File: config.mk
export PLATFORM = sky130hd
export DESIGN_NAME = c2d_ram
export DESIGN_NICKNAME = d
export VERILOG_FILES = /design/src/rtl/c2d_ram.sv
export SDC_FILE = /design/constraint.sdc
export NUM_CORES = 1
export LEC_CHECK = 0
export ABC_AREA = 1
export BUFFER_PORTS_ARGS = -buffer_cell sky130_fd_sc_hd__buf_2
export CAP_MARGIN = 20
export CORE_AREA = 2 2 265 371
export CTS_CLUSTER_SIZE = 14
export DETAILED_ROUTE_END_ITERATION = 10
export DIE_AREA = 0 0 267 373
export PLACE_DENSITY = 0.7
export SYNTH_ARGS = -nofsm -noshare
export SYNTH_HDL_FRONTEND = slang
export SYNTH_SLANG_ARGS = --single-unit
File: constraint.sdc
create_clock -name clk -period 3.3 [get_ports clk]
set_input_delay 0.165 -clock clk [delete_from_list [all_inputs] [get_ports clk]]
set_output_delay 0.165 -clock clk [all_outputs]
set_load 0.03 [all_outputs]
File: src/rtl/c2d_ram.sv
// ----------------------------------------------------------------------------
// c2d_ram: generic single-port-write, single-port-read RAM
// Registered read data, no reset on the array.
// ----------------------------------------------------------------------------
module c2d_ram #(
	parameter int WIDTH = 16,
	parameter int DEPTH = 64
) (
	input  logic                     clk,
	input  logic                     we,
	input  logic [$clog2(DEPTH)-1:0] waddr,
	input  logic [WIDTH-1:0]         wdata,
	input  logic [$clog2(DEPTH)-1:0] raddr,
	output logic [WIDTH-1:0]         rdata
);
	logic [WIDTH-1:0] mem_q [DEPTH];

	always_ff @(posedge clk) begin
		if (we) mem_q[waddr] <= wdata;
		rdata <= mem_q[raddr];
	end
endmodule

==> impl_summary.log <==
[metrics] number of vias after detailed routing: 27,530
[metrics] placed wire-length estimate after detailed placement: 65,040 um
[metrics] root buffer cell: sky130_fd_sc_hd__clkbuf_16
[metrics] Final Max Slew Viols: 0
[metrics] data arrival time of the worst path: 2310 ps
[metrics] total length of routed wires: 112,900 um
[metrics] element type at the critical path start: flip-flop
[metrics] CTS tree: built
[metrics] routed length per instance: 22.85 um
[metrics] first-pass GRT wire length: 167,000 um
[metrics] overflow left after global routing: 0
[metrics] Max clock buf depth: 3
[metrics] total chip power: 0.02633 W
[metrics] Die Y: 373 um
[metrics] pin count of the biggest net entering global routing: 129
[metrics] Hold Worst Slack: 54.52 ps
[metrics] number of remaining DRC errors: 0
[metrics] setup repair bufs after CTS: 0
[metrics] number of buffers inserted for hold repair after clock tree synthesis: 1
[metrics] series of cell instances along the critical path: nand2_1, nand3_1, nand3_1, nand2_1, nand2_1, nand3_1, nand3_1, nand2_1
[metrics] proportion of layout cells with a drive suffix above 1: 0.08526
[metrics] setup slack of the critical path after layout: 1540 ps
[metrics] total die area: 99,590 um^2
[metrics] sequential area share after synthesis: 0.7380
[metrics] number of buffers inserted during clock tree synthesis: 88
[metrics] detailed-routing iteration count for the pre-antenna-repair pass: 6
[metrics] post-synthesis average cell area: 11.97 um^2
[metrics] worst slack after detailed placement: 885.4 ps
[metrics] boundary pin count: 46
[metrics] Max Cap Viol: 0
[metrics] most common library cell in the layout ignoring fill and taps: sky130_fd_sc_hd__nand2_1
[metrics] commonest cells after routing, fill and taps aside: sky130_fd_sc_hd__nand2_1, sky130_fd_sc_hd__edfxtp_1, sky130_fd_sc_hd__nand3_1
[metrics] slowest cell on the critical path: sky130_fd_sc_hd__nand3_1
[metrics] Layout Nets: 3,606
[metrics] Syn Inst Count: 3,517
[metrics] slew margin rel.: 0.2430
[metrics] Setup TNS Final: 0 ps
[metrics] number of register bits inferred by synthesis: 1,040
[metrics] number of core rows: 135
[metrics] RD Place Congestion: 0.8740
[metrics] outcome: finished, final reports clean
[metrics] final period utilization: 0.5332
[metrics] critical path fanouts, max: 1
[metrics] GRT Overall Usage: 0.2258
[metrics] worst skew pair latency: 670 ps
[metrics] Sinks on Clock Net: 1,040
[metrics] die extent in x: 267 um
[metrics] Least-Margin Pin Slew: 1135 ps
[metrics] family with the most delay on the worst path: simple AND/OR/NAND/NOR gates
[metrics] kind of critical path: flip-flop to flip-flop
[metrics] final antenna-violating net count: 0
[metrics] Fill cells: 8,309
[metrics] Data required, critical path: 3850 ps
[metrics] final hold vios: 0
[metrics] Post-Route Skew: 19.87 ps
[metrics] initial drt markers: 3,010
[metrics] standard cell core area: 96,450 um^2
[metrics] Crit path largest cell delay: 430 ps
[metrics] maximum clock frequency: 0.5683 GHz
[metrics] post-synthesis instance area: 42,100 um^2
[metrics] Clk pin slew, worst setup/hold paths: 70 ps
[metrics] antenna violations before repair: 6
[metrics] Vias/cell: 5.570
[metrics] IR drop worst, VDD: 0.0004728 V
[metrics] critical path buffer and inverter count: 0
[metrics] path class of the lowest-slack min-delay path: input port to flip-flop
[metrics] final period demand of the worst path: 1760 ps
[metrics] leakage power of the design: 16.68 nW
[metrics] Mapped Nets: 3,547
[metrics] initial cell density of the core: 0.4365
[metrics] Resize count post-CTS: 0
[metrics] cell area power density: 565.2 nW/um^2
[metrics] setup slack on the worst flop-to-flop path: 1540 ps
[metrics] setup repair after global routing missed its margin: false
[metrics] total of warnings raised by yosys: 0
[metrics] quantity of I/O buffers inserted on ports: 45
[metrics] layout-stage area growth over the synthesis result: 10.68%
[metrics] Setup crit end kind: flip-flop
[metrics] post-synth cell types: 16
[metrics] final setup violation count: 0
[metrics] number of global-route vias before repair: 26,790
[metrics] number of levels in the clock H-tree: 3
==> state kept, by name, summed over array words and instances (netlist names) <==
signal  count
mem_q    1024
rdata      16
==> metrics by stage <==
stage | cell area (um^2) | cells | util
after floorplan | 42100 | 3517 | -
after global placement | 43940 | 4786 | 0.4556
after detailed placement | 43940 | 4786 | 0.4556
after CTS | 46580 | 4937 | 0.4830
after global routing | 46580 | 4937 | 0.4830
final | 46600 | 4942 | 0.4831
==> layer usage <==
metal / track usage / share of wire
met5: 0 / 0.00013
met1: 0.2768 / 0.36
met4: 0.1217 / 0.053
met2: 0.3829 / 0.50
met3: 0.03431 / 0.086
==> cell type report <==
type,count,area [um^2],share of cell area
antenna,5,12.51,0.0002685
clock buffer,135,2502,0.05370
multi-input combinational,2240,9590,0.2058
tap,1301,1628,0.03493
sequential,1040,31070,0.6668
clock inverter,15,127.6,0.002739
inverter,12,71.32,0.001531
timing repair buffer,194,1594,0.03421
==> power by group <==
part,total (W),switching (W),internal [W],leakage (nW)
clock,0.00988,0.00452,0.00536,1.27
sequential,0.0147,0.0000438,0.0146,9.35
combinational,0.00179,0.00136,0.000439,6.06
total,0.0263,0.00592,0.0204,16.7
==> cells by family after synthesis <==
logic type             count (synthesis)  synth area share
buffers and inverters                237           0.03537
DFF                                 1040            0.7380
and+or+nand+nor                     2240            0.2266
==> Yosys cell counts (all sizes together) <==
library cell,instances,area share
inv,12,0.0012
nor4,8,0.0012
nand4,9,0.0013
dfxtp,16,0.0076
nand2,1296,0.12
buf,199,0.032
nand3,871,0.10
nor2,56,0.0050
edfxtp,1024,0.73
clkbuf,26,0.0023
==> final timing paths <==
check | startpoint | endpoint | cells after the start
hold reg to reg | mem_q[28][0] | rdata[0] | 8
setup reg to reg | mem_q[63][14] | rdata[14] | 8
setup / recovery | mem_q[63][14] | rdata[14] | 8
hold / removal | wdata[0] | mem_q[11][0] | 1
No activity file was read; power rests on OpenSTA's default activity.
