<file path="config.mk">
export PLATFORM = sky130hd
export DESIGN_NAME = c2d_front
export DESIGN_NICKNAME = d
export VERILOG_FILES = /design/src/rtl/c2d_pkg.sv /design/src/rtl/c2d_front.sv
export SDC_FILE = /design/constraint.sdc
export NUM_CORES = 1
export LEC_CHECK = 0
export ABC_CLOCK_PERIOD_IN_PS = 4400
export BUFFER_PORTS_ARGS = -buffer_cell sky130_fd_sc_hd__buf_4
export CORE_UTILIZATION = 45
export CTS_CLUSTER_SIZE = 10
export DETAILED_ROUTE_END_ITERATION = 10
export MAX_ROUTING_LAYER = met4
export PLACE_DENSITY_LB_ADDON = 0.1
export SLEW_MARGIN = 20
export SYNTH_ARGS = -nofsm -noshare
export SYNTH_HDL_FRONTEND = slang
export SYNTH_SLANG_ARGS = --single-unit
</file>
<file path="constraint.sdc">
create_clock -name clk -period 4.4 [get_ports clk]
set_clock_uncertainty 0.2 [all_clocks]
set_input_delay 0 -clock clk [delete_from_list [all_inputs] [get_ports clk]]
set_output_delay 0 -clock clk [all_outputs]
set_load 0.02 [all_outputs]
</file>
<file path="src/rtl/c2d_pkg.sv">
// ----------------------------------------------------------------------------
// c2d_pkg: shared types and codes for the multichannel convolution unit
// Function codes, register indexes and the job record passed front to back.
// ----------------------------------------------------------------------------
package c2d_pkg;

	typedef enum logic [1:0] {
		FUNC_SAMPLE = 2'd0,
		FUNC_WEIGHT = 2'd1,
		FUNC_BIAS   = 2'd2,
		FUNC_REQ    = 2'd3
	} func_t;

	localparam logic [2:0] REG_IN_HEIGHT = 3'd0;
	localparam logic [2:0] REG_IN_WIDTH  = 3'd1;
	localparam logic [2:0] REG_IN_CH     = 3'd2;
	localparam logic [2:0] REG_OUT_CH    = 3'd3;
	localparam logic [2:0] REG_STRIDE_R  = 3'd4;
	localparam logic [2:0] REG_STRIDE_C  = 3'd5;
	localparam logic [2:0] REG_PAD_R     = 3'd6;
	localparam logic [2:0] REG_PAD_C     = 3'd7;

	localparam int ACC_W = 40;
	localparam logic signed [47:0] SAT_MAX = 48'sd549755813887;
	localparam logic signed [47:0] SAT_MIN = -48'sd549755813888;

	// one request handed from front to back
	typedef struct packed {
		logic [3:0] filt;
		logic [5:0] row;
		logic [5:0] col;
		logic       ok;
	} job_t;

endpackage

</file>
<file path="src/rtl/c2d_front.sv">
// ----------------------------------------------------------------------------
// c2d_front: input decode and range check
// Routes store writes and pushes output requests into a small job queue.
// ----------------------------------------------------------------------------
module c2d_front #(
	parameter int MAX_ROWS = 64,
	parameter int MAX_COLS = 64,
	parameter int MAX_IN_CH = 16,
	parameter int MAX_OUT_CH = 16,
	parameter int KERNEL_ROWS = 3,
	parameter int KERNEL_COLS = 3,
	localparam int IMG_D = MAX_IN_CH * MAX_ROWS * MAX_COLS,
	localparam int WGT_D = MAX_OUT_CH * MAX_IN_CH * KERNEL_ROWS * KERNEL_COLS,
	localparam int IMG_AW = $clog2(IMG_D),
	localparam int WGT_AW = $clog2(WGT_D)
) (
	input  logic              clk,
	input  logic              arst_n,
	input  logic              in_valid,
	output logic              in_ready,
	input  logic [1:0]        func,
	input  logic [3:0]        filt,
	input  logic [3:0]        chan,
	input  logic [5:0]        row,
	input  logic [5:0]        col,
	input  logic [15:0]       data,
	input  logic [31:0]       bias,
	input  logic [10:0]       oh,
	input  logic [10:0]       ow,
	input  logic [8:0]        och,
	input  logic              back_busy,
	output logic              img_we,
	output logic [IMG_AW-1:0] img_waddr,
	output logic              wgt_we,
	output logic [WGT_AW-1:0] wgt_waddr,
	output logic [15:0]       wdata,
	output logic              bias_we,
	output logic [3:0]        bias_waddr,
	output logic [31:0]       bias_wdata,
	output logic              job_valid,
	input  logic              job_ready,
	output c2d_pkg::job_t     job
);
	localparam int QD = 2;
	c2d_pkg::job_t q_q [QD];
	logic [1:0] cnt_q;
	logic       rd_q, wr_q;
	logic       acc, push, pop;

	// hold store writes until every earlier request has read the stores
	assign in_ready  = cnt_q != 2'(QD)
		&& (func == c2d_pkg::FUNC_REQ || (cnt_q == 2'd0 && !back_busy));
	assign acc       = in_valid && in_ready;
	assign push      = acc && func == c2d_pkg::FUNC_REQ;
	assign pop       = job_valid && job_ready;
	assign job_valid = cnt_q != 2'd0;
	assign job       = q_q[rd_q];

	assign wdata      = data;
	assign bias_wdata = bias;
	assign bias_waddr = filt;
	assign img_we  = acc && func == c2d_pkg::FUNC_SAMPLE && 32'(chan) < MAX_IN_CH
		&& 32'(row) < MAX_ROWS && 32'(col) < MAX_COLS;
	assign wgt_we  = acc && func == c2d_pkg::FUNC_WEIGHT && 32'(filt) < MAX_OUT_CH
		&& 32'(chan) < MAX_IN_CH && 32'(row) < KERNEL_ROWS && 32'(col) < KERNEL_COLS;
	assign bias_we = acc && func == c2d_pkg::FUNC_BIAS && 32'(filt) < MAX_OUT_CH;
	assign img_waddr = IMG_AW'((32'(chan) * MAX_ROWS + 32'(row)) * MAX_COLS + 32'(col));
	assign wgt_waddr = WGT_AW'(((32'(filt) * MAX_IN_CH + 32'(chan)) * KERNEL_ROWS
		+ 32'(row)) * KERNEL_COLS + 32'(col));

	c2d_pkg::job_t nj;
	always_comb begin
		nj.filt = filt;
		nj.row  = row;
		nj.col  = col;
		nj.ok   = 9'(filt) < och && 11'(row) < oh && 11'(col) < ow;
	end

	always_ff @(posedge clk) begin
		if (push) q_q[wr_q] <= nj;
	end

	always_ff @(posedge clk or negedge arst_n) begin
		if (!arst_n) begin
			cnt_q <= '0;
			rd_q  <= 1'b0;
			wr_q  <= 1'b0;
		end else begin
			if (push) wr_q <= ~wr_q;
			if (pop) rd_q <= ~rd_q;
			cnt_q <= cnt_q + 2'(push) - 2'(pop);
		end
	end
endmodule

</file>
==> flow_summary.toml <==
[run_status]
outcome = "finished clean"

[cts]
h-tree-depth = 2
cts_buffers = 5
cts_sinks = 38
clk_path_buf_depth = 2
clock_latency_ns = 0.28
tritoncts = "done"
cts_root_buffer = "clkbuf_8"

[critical_path]
cp-start-kind = "primary input"
required_ns = 4.20
cpMaxStageDelayCell = "dlygate4sd3_1"
r2r-start = "cnt_q[1]"
slowest_delay_ns = 0.54
arrival_ns = 4.01
path_class = "in2out"
worstSetupEndpointType = "output port"
crit_path_max_fanout = 6
startpoint = "filt[1]"
cpMostUsedCell = "buf_4"
path_cells = "dlygate4sd3_1, buf_4, fa_1, ha_2, and3_1, a2111oi_4, buf_4, xnor2_1, ha_1, ha_2, a21o_1, a21oi_2, o21ai_0, a31oi_2, xnor2_1, buf_4"

[yosys]
ys_seq_area_share_pct = 31.8
yosysTopAreaCell = "edfxtp_1"
synthSimpleGateAreaFrac_pct = 8.49
synthFlopType = "edfxtp_1"
async_flop_share_pct = 10.5
synth_edf_count = 34
synth_mux_area_share_pct = 5.44
synthAdderAreaFrac_pct = 21.7
synth.distinct_cells = 47
syn_avg_cell_area_um2 = 10.5
synthTopCellsByArea = "edfxtp_1, ha_1, buf_4"
synth-seq-cells = 38
synth_top_family_by_area = "adder cells"
synth_top_area_share_pct = 29.0
ys_warn_count = 0
netlist_area_um2 = 3520
synth.net_count = 494
synth_compound_area_share_pct = 9.06
yosys.area_share.xor_xnor_pct = 4.23
syn_inst = 334

[routing]
routed_wl_mm = 7.97
viasPerCell = 4.86
drc = 0
wl_per_cell_um = 14.3
drt_iter0_drc = 64
dr_total_vias = 2706
drt_first_pass_iters = 4
ant_nets = 0

[placed_design]
gp_congestion = 0.779
placed_area_um2 = 3980
place_hpwl_mm = 5.68
post-place-ws_ns = 0.209
dp_cells = 476
io_buffers = 111

[final_layout]
fin_nets = 617
fin_util_pct = 65.2
area_growth_syn_to_layout_pct = 37.2
diodes = 0
final_area_um2 = 4830
drive_above_1_share_pct = 34.7
fin_cells = 557

[timing]
hold_slack_ns = 0.0402
clock.fmax_mhz = 237
finalSetupViolCount = 0
finalMaxSlewViolations = 0
fin_ws_ns = 0.189
tightest_slew_ns = 0.817
tns_ns = 0
finalHoldViolCount = 0
min_period_ns = 4.21
finalCritPeriodShare_pct = 95.7
relSlewSlack_pct = 45.5

[flow_run]
maxCapViolCount = 0

[die]
coreArea_um2 = 7410
ios = 208
die_height_um = 90.5
rows = 31
die_w_um = 90.5
dieArea_um2 = 8180
start_util_pct = 47.5

[power]
power.leakage_nw = 2.21
powerDensity_nw_per_um2 = 534
peakVddDrop_mv = 0.822
p_total_mw = 2.58

[global_route]
grt_remaining_overflow = 0
grt_pass1_wl_mm = 12.4
grtUsageTotal_pct = 19.6
grt_pass1_vias = 2576
grt_max_degree = 19
antenna_found_initial = 0

[min_path]
hold_class = "in2out"
hp-start = "chan[0]"
layer usage:
metal	GRT usage [%]	part of all wire, %	vias to the layer above
met5	-	0	-
met1	24.9	43	1269
li1	-	-	1324
met4	5.38	1.2	0
met2	32.8	51	109
met3	2.69	5.0	4
kinds of logic (layout without fill, tap and decap cells):
logic type,Yosys count,after routing
buf+inv,112,236
simple gates,55,55
fa+ha+maj,54,54
compound gates,41,41
flops,38,38
xor+xnor,17,17
mux,17,17
worst max-delay path: cells and delay by family:
| family | cells | cell delay (ns) |
|---|---|---|
| compound gates | 5 | 1.09 |
| simple gates | 1 | 0.22 |
| xor+xnor | 2 | 0.26 |
| fa+ha+maj | 4 | 1.41 |
| buf+inv | 4 | 1.05 |
cell usage in the layout, fill, tap and decap left out, drive strengths merged, types with 3 or more instances in the layout:
| master | n |
|---|---|
| xor2 | 4 |
| xnor2 | 13 |
| and3 | 6 |
| buf | 118 |
| edfxtp | 34 |
| clkbuf | 5 |
| a21o | 5 |
| dlygate4sd3 | 69 |
| o21ai | 8 |
| inv | 41 |
| mux2 | 17 |
| ha | 42 |
| nor2 | 14 |
| nor2b | 4 |
| dfrtp | 4 |
| nand2b | 3 |
| a221oi | 3 |
| nand2 | 6 |
| a21oi | 12 |
| nand3 | 3 |
| nor3 | 4 |
| fa | 12 |
| nor4 | 4 |
| a2111oi | 3 |
cell usage after synthesis, types with 3 or more instances:
cell type,n
buf_4,68
ha_1,42
inv_1,41
edfxtp_1,34
mux2_2,17
nor2_1,14
xnor2_1,13
fa_1,12
a21oi_1,10
nand2_1,6
o21ai_0,6
a21o_1,5
and3_1,5
dfrtp_1,4
nor2b_1,4
nor3_1,4
nor4_1,4
xor2_1,4
a221oi_1,3
nand2b_1,3
nand3_1,3
where the power goes:
part | internal, mW | leakage, nW | switching [mW]
Clock | 0.108 | 0.0416 | 0.112
Sequential | 0.436 | 0.353 | 0.0539
Combinational | 0.891 | 1.82 | 0.981
Total | 1.43 | 2.21 | 1.15
state kept, by name, indices dropped and copies added (netlist names):
name,flops
wr_q,1
cnt_q,2
q_q,34
rd_q,1
path summary, 6_finish.rpt:
check,end,slack (ns),cells past startpoint
setup reg to reg,cnt_q[1],2.41,7
setup / recovery,wgt_waddr[9],0.19,16
hold / removal,img_waddr[12],0.04,2
min in group asynchronous,rd_q,0.42,3
max in group asynchronous,cnt_q[0],3.41,3
hold reg to reg,wr_q,0.31,1
timing repair:
action                     4_1_cts  5_1_grt
hold endpoints to repair        86        0
setup endpoints to repair        0        4
gates resized for setup          0        9
hold buffers                    69        0
buffers inserted                 0        4
area by class of cell:
class	instances	area, um^2
clock buffers	5	68.8
well taps	99	124
clock inverters	3	16.3
repair buffers	187	1580
fillers	610	2580
flip-flops and latches	38	1120
multi-input cells	184	1770
inverters	41	154
No activity file was read; power rests on OpenSTA's default activity.
