File: config.mk
export PLATFORM = sky130hd
export DESIGN_NAME = c2d_back
export DESIGN_NICKNAME = d
export VERILOG_FILES = /design/src/rtl/c2d_pkg.sv /design/src/rtl/c2d_back.sv
export SDC_FILE = /design/constraint.sdc
export NUM_CORES = 1
export LEC_CHECK = 0
export BUFFER_PORTS_ARGS = -buffer_cell sky130_fd_sc_hd__buf_2
export CAP_MARGIN = 40
export CORE_MARGIN = 2
export CORE_UTILIZATION = 60
export DETAILED_ROUTE_END_ITERATION = 8
export HOLD_SLACK_MARGIN = 0.08
export PLACE_DENSITY = 0.8
export REMOVE_ABC_BUFFERS = 1
export SYNTH_ARGS = -nofsm -noshare
export SYNTH_HDL_FRONTEND = slang
export SYNTH_SLANG_ARGS = --single-unit
File: constraint.sdc
create_clock -name clk -period 8.8 [get_ports clk]
set_input_delay 1.32 -clock clk [delete_from_list [all_inputs] [get_ports clk]]
set_output_delay 1.32 -clock clk [all_outputs]
set_load 0.01 [all_outputs]
File: src/rtl/c2d_pkg.sv
// ----------------------------------------------------------------------------
// c2d_pkg: shared types and codes for the multichannel convolution unit
// Function codes, register indexes and the job record passed front to back.
// ----------------------------------------------------------------------------
package c2d_pkg;

	typedef enum logic [1:0] {
		FUNC_SAMPLE = 2'd0,
		FUNC_WEIGHT = 2'd1,
		FUNC_BIAS   = 2'd2,
		FUNC_REQ    = 2'd3
	} func_t;

	localparam logic [2:0] REG_IN_HEIGHT = 3'd0;
	localparam logic [2:0] REG_IN_WIDTH  = 3'd1;
	localparam logic [2:0] REG_IN_CH     = 3'd2;
	localparam logic [2:0] REG_OUT_CH    = 3'd3;
	localparam logic [2:0] REG_STRIDE_R  = 3'd4;
	localparam logic [2:0] REG_STRIDE_C  = 3'd5;
	localparam logic [2:0] REG_PAD_R     = 3'd6;
	localparam logic [2:0] REG_PAD_C     = 3'd7;

	localparam int ACC_W = 40;
	localparam logic signed [47:0] SAT_MAX = 48'sd549755813887;
	localparam logic signed [47:0] SAT_MIN = -48'sd549755813888;

	// one request handed from front to back
	typedef struct packed {
		logic [3:0] filt;
		logic [5:0] row;
		logic [5:0] col;
		logic       ok;
	} job_t;

endpackage

File: src/rtl/c2d_back.sv
// ----------------------------------------------------------------------------
// c2d_back: multiply-accumulate sequencer
// Walks channels and taps one per cycle, then adds bias and saturates; out-of-range jobs skip to a zero result.
// ----------------------------------------------------------------------------
module c2d_back #(
	parameter int MAX_ROWS = 64,
	parameter int MAX_COLS = 64,
	parameter int MAX_IN_CH = 16,
	parameter int MAX_OUT_CH = 16,
	parameter int KERNEL_ROWS = 3,
	parameter int KERNEL_COLS = 3,
	localparam int IMG_D = MAX_IN_CH * MAX_ROWS * MAX_COLS,
	localparam int WGT_D = MAX_OUT_CH * MAX_IN_CH * KERNEL_ROWS * KERNEL_COLS,
	localparam int IMG_AW = $clog2(IMG_D),
	localparam int WGT_AW = $clog2(WGT_D)
) (
	input  logic              clk,
	input  logic              arst_n,
	input  logic              job_valid,
	output logic              job_ready,
	input  c2d_pkg::job_t     job,
	output logic              busy,
	input  logic [10:0]       ih,
	input  logic [10:0]       iw,
	input  logic [8:0]        ich,
	input  logic [3:0]        sr,
	input  logic [3:0]        sc,
	input  logic              pr,
	input  logic              pc,
	output logic [IMG_AW-1:0] img_raddr,
	input  logic [15:0]       img_rdata,
	output logic [WGT_AW-1:0] wgt_raddr,
	input  logic [15:0]       wgt_rdata,
	input  logic [31:0]       bias_rdata,
	output logic              out_valid,
	input  logic              out_ready,
	output logic [39:0]       out_value,
	output logic [3:0]        out_filter,
	output logic [5:0]        out_row,
	output logic [5:0]        out_col,
	output logic              out_ok
);
	typedef enum logic [2:0] {IDLE, RUN, DRAIN1, DRAIN2, BIAS, HOLD} st_t;
	st_t st_q;
	c2d_pkg::job_t j_q;
	logic [8:0]  ch_q;
	logic [3:0]  kr_q, kc_q;
	logic        v_s1, v_s2;
	logic signed [31:0] p_s2;
	logic signed [47:0] acc_q;
	logic signed [12:0] y, x;
	logic inb, last;
	logic signed [47:0] tot;

	localparam int PH = KERNEL_ROWS / 2;
	localparam int PW = KERNEL_COLS / 2;

	always_comb begin
		y = 13'(j_q.row) * $signed({9'd0, sr}) + 13'(kr_q) - (pr ? 13'(PH) : 13'd0);
		x = 13'(j_q.col) * $signed({9'd0, sc}) + 13'(kc_q) - (pc ? 13'(PW) : 13'd0);
		inb = y >= 0 && y < $signed({2'b0, ih}) && x >= 0 && x < $signed({2'b0, iw});
		img_raddr = IMG_AW'((32'(ch_q) * MAX_ROWS + 32'(y[11:0])) * MAX_COLS
			+ 32'(x[11:0]));
		wgt_raddr = WGT_AW'(((32'(j_q.filt) * MAX_IN_CH + 32'(ch_q)) * KERNEL_ROWS
			+ 32'(KERNEL_ROWS - 1) - 32'(kr_q)) * KERNEL_COLS
			+ 32'(KERNEL_COLS - 1) - 32'(kc_q));
		last = 32'(kc_q) == KERNEL_COLS - 1 && 32'(kr_q) == KERNEL_ROWS - 1
			&& ch_q == ich - 9'd1;
		tot = acc_q + 48'($signed(bias_rdata));
	end

	assign job_ready = st_q == IDLE;
	// stores are read from the first tap up to the bias add
	assign busy = st_q != IDLE && st_q != HOLD;

	always_ff @(posedge clk) begin
		p_s2 <= $signed(img_rdata) * $signed(wgt_rdata);
	end

	always_ff @(posedge clk or negedge arst_n) begin
		if (!arst_n) begin
			st_q <= IDLE;
			v_s1 <= 1'b0;
			v_s2 <= 1'b0;
			out_valid <= 1'b0;
		end else begin
			v_s1 <= st_q == RUN && inb;
			v_s2 <= v_s1;
			if (v_s2) acc_q <= acc_q + 48'(p_s2);
			unique case (st_q)
				IDLE: if (job_valid) begin
					j_q <= job;
					ch_q <= '0; kr_q <= '0; kc_q <= '0;
					acc_q <= '0;
					st_q <= job.ok ? RUN : BIAS;
				end
				RUN: begin
					if (last) st_q <= DRAIN1;
					if (32'(kc_q) == KERNEL_COLS - 1) begin
						kc_q <= '0;
						if (32'(kr_q) == KERNEL_ROWS - 1) begin
							kr_q <= '0;
							ch_q <= ch_q + 9'd1;
						end else kr_q <= kr_q + 4'd1;
					end else kc_q <= kc_q + 4'd1;
				end
				DRAIN1: st_q <= DRAIN2;
				DRAIN2: st_q <= BIAS;
				BIAS: begin
					out_valid  <= 1'b1;
					out_filter <= j_q.filt;
					out_row    <= j_q.row;
					out_col    <= j_q.col;
					out_ok     <= j_q.ok;
					if (!j_q.ok) out_value <= '0;
					else if (tot > c2d_pkg::SAT_MAX) out_value <= c2d_pkg::SAT_MAX[39:0];
					else if (tot < c2d_pkg::SAT_MIN) out_value <= c2d_pkg::SAT_MIN[39:0];
					else out_value <= tot[39:0];
					st_q <= HOLD;
				end
				HOLD: if (out_ready) begin
					out_valid <= 1'b0;
					st_q <= IDLE;
				end
				default: st_q <= IDLE;
			endcase
		end
	end
endmodule

==> results.sh <==
export IMPL_fmax_ghz=0.1280
export IMPL_clock_path_buffers=2
export IMPL_crit_path_end_kind="output port"
export IMPL_timing_final_crit_share_pct=88.80
export IMPL_cts_resized_gates=0
export IMPL_ant_nets=0
export IMPL_cp_max_fo=6
export IMPL_routed_wl_mm=64.51
export IMPL_yosysTopAreaCell="fa_1"
export IMPL_n_fill_cell=3579
export IMPL_cts_sinks=177
export IMPL_clk_pin_slew_ns=0.07
export IMPL_cts_root_buffer="clkbuf_16"
export IMPL_die_w_um=213.3
export IMPL_fin_nets=3775
export IMPL_rsz0062_at_grt="false"
export IMPL_area_delta_synth_final_pct=8.190
export IMPL_slew_headroom_pct=44.55
export IMPL_synth_area_leaders="fa_1, edfxtp_1, ha_1"
export IMPL_grt_pass1_wl_mm=104.6
export IMPL_synth_seq_area_share_pct=18.89
export IMPL_synth_seq_cells=177
export IMPL_rows=76
export IMPL_postCtsHoldBufs=0
export IMPL_drc=0
export IMPL_vias=20490
export IMPL_post_cts_buffers=0
export IMPL_start_util_pct=60.87
export IMPL_ys_warnings_count=0
export IMPL_cap_viol_max_count=0
export IMPL_cp_arrival_ns=6.49
export IMPL_async_reset_ff_share_pct=3.390
export IMPL_status="finished clean"
export IMPL_synthTopCellsByCount="inv_1, fa_1, ha_1"
export IMPL_tightest_slew_ns=0.8267
export IMPL_synth_edf_count=139
export IMPL_dp_hpwl_mm=54.22
export IMPL_grtUsageTotal_pct=29.16
export IMPL_period_needed_ns=7.815
export IMPL_synth_top_area_share_pct=23.69
export IMPL_dr_pass1_iters=5
export IMPL_synth_most_common_cell="inv_1"
export IMPL_worstSetupStartpointType="input pin"
export IMPL_drtIter0Drc=1322
export IMPL_fin_setup_tns_ns=0
export IMPL_synth_ff_type="edfxtp_1"
export IMPL_dpl_instance_area_um2=27810
export IMPL_io_buffers=213
export IMPL_hold_path_class="reg2reg"
export IMPL_design_area_um2=28430
export IMPL_wl_per_cell_um=17.77
export IMPL_setup_viol=0
export IMPL_grt_max_degree=58
export IMPL_slew_viol_final=0
export IMPL_avgSynthCellArea_um2=9.143
export IMPL_synth_cells=2874
export IMPL_cts_buffers=17
export IMPL_cts_tree="built"
export IMPL_core_um2=43170
export IMPL_antenna_found_initial=1
export IMPL_clk_latency_ns=0.46
export IMPL_gp_congestion=0.9109
export IMPL_ys_types=78
export IMPL_h_tree_depth=4
export IMPL_finClkSkew_ns=0.01488
export IMPL_path_class="in2out"
export IMPL_viasPerCell=5.645
export IMPL_grt_overflow_total=0
export IMPL_fin_util_pct=65.85
export IMPL_syn_cell_area_um2=26280
export IMPL_die_h_um=213.3
export IMPL_hold_violations=0
export IMPL_num_io_pins=214
export IMPL_drive_gt1_share_pct=9.001
export IMPL_required_ns=7.48
export IMPL_grt_pass1_vias=20680
export IMPL_die_area_um2=45480
[worst max-delay path, cell delays in order]
cell	delay (ns)
buf_2	0.13
and2_1	0.18
fa_1	0.51
inv_1	0.05
fa_1	0.47
fa_1	0.56
inv_1	0.08
fa_1	0.45
a21o_1	0.20
a21oi_1	0.22
o21bai_1	0.09
a21oi_1	0.24
inv_1	0.08
a21oi_1	0.15
nor2_1	0.05
nor2_1	0.12
xnor2_1	0.16
ha_1	0.30
a21oi_1	0.22
nor2b_1	0.07
o21ai_0	0.27
nor3_1	0.11
xnor2_1	0.19
xnor2_1	0.14
buf_2	0.15
[logic make-up (layout without fill, tap and decap cells)]
logic type / Yosys count / count (layout) / synth area share (%)
and+or+nand+nor: 748 / 748 / 13.94
AOI/OAI and AO/OA: 535 / 535 / 12.95
other: 0 / 1 / 0
DFF: 177 / 177 / 18.89
buffers and inverters: 571 / 741 / 8.242
xor gates and xnor gates: 192 / 192 / 6.400
adders and majority gates: 618 / 618 / 38.31
muxes: 33 / 33 / 1.257
[flip-flops by register name (all words and copies together), names as in the netlist, 3 cells and up]
name and cells:
acc_q 48, ch_q 9, j_q 17, kc_q 4, kr_q 4, out_col 6, out_filter 4, out_row 6
out_value 40, p_s2 32, st_q 3
[worst paths after layout]
path	from	end	slack (ns)	cells past startpoint
max	sc[1]	img_raddr[15]	0.99	25
min	v_s1	v_s2	0.36	0
max reg2reg	j_q[3]	v_s1	3.25	19
min reg2reg	v_s1	v_s2	0.36	0
max in group asynchronous	arst_n	v_s2	7.82	1
min in group asynchronous	arst_n	out_valid	0.73	1
[cells in the final DEF (no fill, tap or decap), types with 22 or more instances in the layout]
cell,Yosys,routed
nand2_1,247,247
and2_1,153,153
xnor2_1,129,129
mux2i_1,33,33
nor3_1,29,29
xor2_1,63,63
o21ai_1,34,34
o21bai_1,35,35
o21ai_0,91,91
nand3_1,39,39
nor2b_1,25,25
a21oi_1,175,175
o21a_1,22,22
dfxtp_1,32,32
inv_1,490,490
fa_1,311,311
ha_1,307,307
nor2_1,144,144
buf_2,6,213
nand2b_1,25,25
a21o_1,71,71
edfxtp_1,139,139
[cell type report]
| type | count | area (um2) | area share [%] |
|---|---|---|---|
| multi-input combinational | 2126 | 19150 | 67.37 |
| timing repair buffer | 219 | 1119 | 3.935 |
| antenna | 1 | 2.502 | 0.008802 |
| tap | 585 | 732.0 | 2.575 |
| clock inverter | 11 | 103.9 | 0.3653 |
| clock buffer | 21 | 514.2 | 1.809 |
| inverter | 490 | 1839 | 6.470 |
| sequential | 177 | 4966 | 17.47 |
[metrics by stage]
step / setup slack, ns / instances / hold WS, ns
final: 0.9854 / 3630 / 0.3602
after global routing: 0.6514 / 3630 / 0.3681
after floorplan: 1.606 / 2793 / 0.3312
after detailed placement: 0.8907 / 3597 / 0.3364
after global placement: 1.095 / 3596 / 0.3489
after CTS: 0.9951 / 3629 / 0.3638
[layer usage]
layer,vias up,GRT usage (%),routed length (um)
li1,9789,-,-
met3,89,4.177,4319
met5,-,0,0
met1,9969,41.07,29300
met2,645,47.94,29780
met4,0,6.609,1106
Power is not shown: default switching activity piles up to over one toggle a cycle in this logic, so the estimate is an artifact.
